## src/hw/rtl/sas_pkg.sv

```systemverilog
// Shared types and constants for the signed array sorter.
// Used by sas_cell and signed_array_sorter; depends on nothing.
`timescale 1ns / 1ps

package sas_pkg;

    localparam int VAL_W     = 16;
    localparam int DEPTH_DEF = 64;

    typedef logic signed [VAL_W-1:0] t_val;

    typedef struct packed {
        t_val value;
        logic last;
    } t_in_word;

    typedef struct packed {
        t_val value_res;
        logic last_res;
        logic overflow;
    } t_out_word;

    // Broadcast control for the cell chain.
    typedef struct packed {
        logic insert;
        logic shift;
    } t_cell_ctrl;

    typedef enum logic {
        ST_LOAD,
        ST_EMIT
    } t_state;

endpackage

```

## src/hw/rtl/sas_cell.sv

```systemverilog
// One cell of the insertion sorting chain: holds one element of the sorted row.
// Depends on sas_pkg for the element and control types.
`timescale 1ns / 1ps

module sas_cell (
    input  logic                i_clk,
    input  sas_pkg::t_cell_ctrl i_ctrl,
    input  sas_pkg::t_val       i_new_val,
    input  logic                i_occupied,
    input  logic                i_prev_take,
    input  sas_pkg::t_val       i_prev_val,
    input  sas_pkg::t_val       i_next_val,
    output logic                o_take,
    output sas_pkg::t_val       o_val
);

    sas_pkg::t_val r_val;
    sas_pkg::t_val n_val;

    // An empty cell counts as holding plus infinity, so it always takes.
    assign o_take = !i_occupied || (i_new_val < r_val);
    assign o_val  = r_val;

    always_comb begin
        n_val = r_val;
        if (i_ctrl.insert) begin
            if (o_take) begin
                // If the cell below also moves up, its old element slides here;
                // otherwise this is the insertion point for the new element.
                n_val = i_prev_take ? i_prev_val : i_new_val;
            end
        end else if (i_ctrl.shift) begin
            n_val = i_next_val;
        end
    end

    always_ff @(posedge i_clk) begin
        r_val <= n_val;
    end

endmodule

```

## src/hw/rtl/signed_array_sorter.sv

```systemverilog
// Top level of the signed array sorter: control, element count and the cell chain.
// Depends on sas_pkg and sas_cell.
`timescale 1ns / 1ps

// Usage.
// Input words are offered on i_in with start; a word is taken at a rising edge
// where start is high and busy is low. While loading, one word is taken every
// cycle with start high and slotted into its sorted place in a chain of DEPTH
// cells, each of which compares the new element against its own and shifts by
// one place. Words beyond DEPTH are dropped and the run is marked overflowed.
// The word with last set ends the set. From the next cycle busy is high and
// the stored elements come out of the head of the chain in ascending order,
// one result per cycle on o_res with o_res_valid high for one cycle each;
// the chain shifts towards its head once per result. busy falls with the cycle
// after the final result (last_res set), so the next set may start then. The
// receiver cannot stall: every strobed result is taken in its cycle. A
// synchronous low i_rst_n empties the store, clears the overflow mark and
// returns the block to loading.

module signed_array_sorter #(
    parameter int DEPTH = sas_pkg::DEPTH_DEF
) (
    input  logic               i_clk,
    input  logic               i_rst_n,
    input  logic               start,
    output logic               busy,
    input  sas_pkg::t_in_word  i_in,
    output logic               o_res_valid,
    output sas_pkg::t_out_word o_res
);

    localparam int COUNT_W = $clog2(DEPTH + 1);

    sas_pkg::t_state     r_state;
    sas_pkg::t_state     n_state;
    logic [COUNT_W-1:0]  r_count;
    logic [COUNT_W-1:0]  n_count;
    logic                r_dropped;
    logic                n_dropped;

    logic                accept;
    logic                full;
    sas_pkg::t_cell_ctrl ctrl;

    logic                take [DEPTH];
    sas_pkg::t_val       cval [DEPTH];

    assign accept = start && !busy;
    assign full   = (r_count == COUNT_W'(DEPTH));

    always_comb begin
        ctrl.insert = accept && !full;
        ctrl.shift  = (r_state == sas_pkg::ST_EMIT);
    end

    for (genvar gi = 0; gi < DEPTH; gi++) begin : g_cell
        sas_cell u_cell (
            .i_clk       (i_clk),
            .i_ctrl      (ctrl),
            .i_new_val   (i_in.value),
            .i_occupied  (COUNT_W'(gi) < r_count),
            .i_prev_take ((gi == 0) ? 1'b0 : take[(gi == 0) ? 0 : gi - 1]),
            .i_prev_val  ((gi == 0) ? sas_pkg::t_val'(0) : cval[(gi == 0) ? 0 : gi - 1]),
            .i_next_val  ((gi == DEPTH - 1) ? sas_pkg::t_val'(0)
                                            : cval[(gi == DEPTH - 1) ? gi : gi + 1]),
            .o_take      (take[gi]),
            .o_val       (cval[gi])
        );
    end

    // Next state, count and overflow mark.
    always_comb begin
        n_state   = r_state;
        n_count   = r_count;
        n_dropped = r_dropped;
        case (r_state)
            sas_pkg::ST_LOAD: begin
                if (accept) begin
                    if (full) begin
                        n_dropped = 1'b1;
                    end else begin
                        n_count = r_count + COUNT_W'(1);
                    end
                    if (i_in.last) begin
                        n_state = sas_pkg::ST_EMIT;
                    end
                end
            end
            sas_pkg::ST_EMIT: begin
                n_count = r_count - COUNT_W'(1);
                if (r_count == COUNT_W'(1)) begin
                    n_state   = sas_pkg::ST_LOAD;
                    n_dropped = 1'b0;
                end
            end
            default: begin
                n_state = sas_pkg::ST_LOAD;
            end
        endcase
    end

    // Outputs.
    always_comb begin
        busy            = 1'b0;
        o_res_valid     = 1'b0;
        o_res.value_res = cval[0];
        o_res.last_res  = (r_count == COUNT_W'(1));
        o_res.overflow  = r_dropped;
        case (r_state)
            sas_pkg::ST_LOAD: begin
                busy        = 1'b0;
                o_res_valid = 1'b0;
            end
            sas_pkg::ST_EMIT: begin
                busy        = 1'b1;
                o_res_valid = 1'b1;
            end
            default: begin
                busy        = 1'b0;
                o_res_valid = 1'b0;
            end
        endcase
    end

    always_ff @(posedge i_clk) begin
        if (!i_rst_n) begin
            r_state   <= sas_pkg::ST_LOAD;
            r_count   <= '0;
            r_dropped <= 1'b0;
        end else begin
            r_state   <= n_state;
            r_count   <= n_count;
            r_dropped <= n_dropped;
        end
    end

`ifndef SYNTH
    a_count_bound: assert property (@(posedge i_clk) disable iff (!i_rst_n)
        r_count <= COUNT_W'(DEPTH))
        else $error("element count exceeds store depth");

    a_ascending: assert property (@(posedge i_clk) disable iff (!i_rst_n)
        o_res_valid && !o_res.last_res |=>
            o_res_valid && (o_res.value_res >= $past(o_res.value_res)))
        else $error("results not in ascending order");

    a_run_ends: assert property (@(posedge i_clk) disable iff (!i_rst_n)
        o_res_valid && o_res.last_res |=> !busy && (r_count == '0) && !r_dropped)
        else $error("run did not end cleanly after the final result");

    a_overflow_steady: assert property (@(posedge i_clk) disable iff (!i_rst_n)
        o_res_valid && !o_res.last_res |=> o_res.overflow == $past(o_res.overflow))
        else $error("overflow mark changed within a run");
`endif

endmodule

```

## config.mk

```make
export PLATFORM = sky130hd
export DESIGN_NAME = signed_array_sorter
export DESIGN_NICKNAME = d
export VERILOG_FILES = /design/src/hw/rtl/sas_pkg.sv /design/src/hw/rtl/sas_cell.sv /design/src/hw/rtl/signed_array_sorter.sv
export SDC_FILE = /design/constraint.sdc
export NUM_CORES = 2
export LEC_CHECK = 0
export BUFFER_PORTS_ARGS = -buffer_cell sky130_fd_sc_hd__clkbuf_2
export CAP_MARGIN = 5
export CORE_ASPECT_RATIO = 0.8
export CORE_MARGIN = 2
export CORE_UTILIZATION = 50
export CTS_CLUSTER_DIAMETER = 30
export DETAILED_ROUTE_END_ITERATION = 10
export PLACE_DENSITY = 0.77
export SYNTH_ARGS = -nofsm -noshare
export SYNTH_HDL_FRONTEND = slang
export SYNTH_SLANG_ARGS = --single-unit
```

## constraint.sdc

```tcl
create_clock -name i_clk -period 3.5 [get_ports i_clk]
set_input_delay 0.35 -clock i_clk [delete_from_list [all_inputs] [get_ports i_clk]]
set_output_delay 0.35 -clock i_clk [all_outputs]
set_load 0.05 [all_outputs]
```

==> impl_metrics.env <==
export IMPL_vias_per_cell=6.27
export IMPL_dp_hpwl_mm=178
export IMPL_port_buffer_count=39
export IMPL_syn_instance_count=8237
export IMPL_max_freq_mhz=309
export IMPL_initial_utilization=0.503
export IMPL_ys_seq_elements=1033
export IMPL_report_final_slew_viol_count=0
export IMPL_synthFlopType="edfxtp_1"
export IMPL_drtAntennaViolNets=0
export IMPL_p_per_area_nw_per_um2=687
export IMPL_synthTopCellsByCount="edfxtp_1 (1024), inv_1 (1007), ha_1 (963)"
export IMPL_wl_per_cell_um=23.5
export IMPL_grt_overflow_total=0
export IMPL_routed_wirelength_mm=249
export IMPL_cp_cell_sequence="buf_4, a21o_1, a21oi_1, a21oi_1, and2_1, buf_4, mux2i_1, o21ai_0"
export IMPL_yosysSeqAreaShare=0.399
export IMPL_die_h_um=356
export IMPL_synth_cell_type_count=73
export IMPL_setup_viol=0
export IMPL_drt_first_iter_violations=8538
export IMPL_rsz0062_at_grt="false"
export IMPL_synth_edf_count=1024
export IMPL_cts_root_buf="clkbuf_16"
export IMPL_synth_top_area_cell="edfxtp_1"
export IMPL_fin_worst_skew_ns=0.0636
export IMPL_synthToLayoutAreaGrowth_pct=15.9
export IMPL_crit_path_max_fanout=12
export IMPL_io_pins=40
export IMPL_dr_pass1_iters=6
export IMPL_yosysMostFrequentCell="edfxtp_1"
export IMPL_path_class="reg -> reg"
export IMPL_path_clk_slew_ns=0.05
export IMPL_insertion_delay_ns=0.89
export IMPL_r2r_start="r_count[2]$_SDFFE_PN0P_"
export IMPL_cts_buffers=204
export IMPL_start_kind="flip-flop"
export IMPL_synthArstFlopShare=0
export IMPL_die_x_um=444
export IMPL_htree_levels=4
export IMPL_period_needed_ns=3.24
export IMPL_crit_end="g_cell[35].u_cell.o_val[0]$_DFFE_PP_"
export IMPL_grt_pass1_wl_mm=380
export IMPL_synthesis_area_um2=77600
export IMPL_die_area_um2=158000
export IMPL_timing_rr_end="g_cell[35].u_cell.o_val[0]$_DFFE_PP_"
export IMPL_end_kind="flip-flop"
export IMPL_cts_resized=0
export IMPL_core_um2=154000
export IMPL_cp_startpoint="r_count[2]$_SDFFE_PN0P_"
export IMPL_slew_headroom=0.210
export IMPL_vias=66500
export IMPL_layout_nets=9377
export IMPL_layout_drive_gt1_share=0.101
export IMPL_hold_viol=0
export IMPL_grt_util_all_layers=0.307
export IMPL_worst_pin_slew_ns=1.18
export IMPL_leakage_nw=42.6
export IMPL_grt_pass1_vias=64700
export IMPL_synth_avg_cell_area_um2=9.42
export IMPL_nFillCells=12600
export IMPL_yosysWarnings=0
export IMPL_min_period_over_period=0.925
export IMPL_ir_drop_uv=554
export IMPL_status="completed"
export IMPL_synth_net_count=9220
export IMPL_hp_class="in -> reg"
export IMPL_seq_area_um2=30900
export IMPL_rr_worst_depth=8
export IMPL_grt_max_degree=175
export IMPL_clockBufferDepth=3
export IMPL_crit_arrival_ns=3.82
export IMPL_regToRegSetupSlack_ns=0.26
export IMPL_antenna_found_initial=8
export IMPL_multi_input_area_um2=40500
export IMPL_num_rows=129
export IMPL_gp_congestion=0.961
export IMPL_synth_top_area_share=0.396
export IMPL_fin_util=0.583
export IMPL_clock_sinks=1033
export IMPL_cts_tree="done"
export IMPL_slowest_stage="a21o_1"
export IMPL_required_ns=4.09
export IMPL_drcViolationCount=0
export IMPL_synth_area_leaders="edfxtp_1 (40%), ha_1 (16%), mux2i_1 (9.4%)"
export IMPL_finalSetupTns_ns=0
export IMPL_slowest_delay_ns=0.91
export IMPL_maxCapViolations=0
-- registers in the layout, summed over array words and instances (netlist names) --
register	cells
g_cell.u_cell.o_val	1024
r_count	7
r_dropped	1
r_state	1
-- worst max-delay path, delay by kind of cell (launching register included) --
family / cells / cell delay (ns)
flip-flops: 1 / 0.44
multiplexers: 1 / 0.25
AND/OR/NAND/NOR: 1 / 0.28
buffers and inverters: 2 / 0.54
AO/OA/AOI/OAI: 4 / 1.47
-- placed cells by master, fill, tap and decap left out, types with 25 or more instances in the layout --
cell type	instances
edfxtp_1	1024
inv_1	1006
ha_1	963
a21oi_1	948
mux2i_1	732
nand2_1	674
o21ai_0	587
nor2_1	525
a21o_1	343
buf_4	331
clkbuf_16	204
nand4_1	148
o21ai_1	120
buf_12	101
nand2b_1	79
nand3_1	73
o221ai_1	52
a22oi_1	48
and3_1	42
bufinv_16	34
a211oi_1	33
a221o_1	33
clkinvlp_4	27
clkinv_2	26
a221oi_1	25
-- repair_timing --
action                     4_1_cts  5_1_grt
setup endpoints to repair        0        0
buffers inserted                 0        0
hold endpoints to repair        11        0
hold buffers                     3        0
-- stage by stage --
step / instance area [µm²] / hold WS (ns) / power (mW) / std cells / setup slack, ns
after floorplan: 77600 / 0.453 / 33.3 / 8237 / 0.0278
after global placement: 82500 / 0.540 / 39.2 / 10200 / 0.199
after detailed placement: 82500 / 0.547 / 40.3 / 10200 / 0.194
after CTS: 89900 / 0.00196 / 61.2 / 10600 / 0.304
after global routing: 89900 / 0.0123 / 64.7 / 10600 / 0.246
final: 89900 / 0.00833 / 61.8 / 10600 / 0.264
-- worst min-delay path by stage --
stage,startpoint,endpoint,slack [ns],cells after the start
global placement,g_cell[59].u_cell.o_val[13]$_DFFE_PP_,g_cell[58].u_cell.o_val[13]$_DFFE_PP_,0.54,2
CTS,i_in[0],r_state$_SDFF_PN0_,0.002,4
detailed placement,g_cell[13].u_cell.o_val[2]$_DFFE_PP_,g_cell[12].u_cell.o_val[2]$_DFFE_PP_,0.55,2
floorplan,r_dropped$_SDFFE_PN0P_,r_dropped$_SDFFE_PN0P_,0.45,2
global route,i_in[0],r_state$_SDFF_PN0_,0.01,4
finish,i_in[0],r_state$_SDFF_PN0_,0.008,4
-- report_power, final --
group / switching (mW) / leakage (nW) / total (mW) / internal (mW)
combinational: 11.7 / 29.0 / 19.6 / 7.88
clock: 7.45 / 3.47 / 20.8 / 13.3
sequential: 3.24 / 10.2 / 21.4 / 18.2
total: 22.4 / 42.6 / 61.8 / 39.4
-- routing by layer --
metal / global-route usage / wire length, µm
met1: 0.423 / 102000
met2: 0.459 / 107000
met3: 0.0885 / 31600
met4: 0.110 / 8820
met5: 0.00412 / 155
-- kinds of logic after synthesis --
group | count (synthesis) | share of synthesized area
compound gates | 2322 | 0.175
simple gates | 1650 | 0.0937
buf+inv | 1528 | 0.0817
flops | 1033 | 0.399
fa+ha+maj | 963 | 0.155
mux | 732 | 0.0944
xor+xnor | 9 | 0.00102
-- area by class of cell --
class                      count  share of cell area
clock inverter               158              0.0239
inverter                    1007              0.0420
timing repair buffer         472              0.0536
clock buffer                 225              0.0576
multi-input combinational   5676               0.450
tap                         2030              0.0282
sequential                  1033               0.344
antenna                       10            0.000278
No activity file was read; power rests on OpenSTA's default activity.
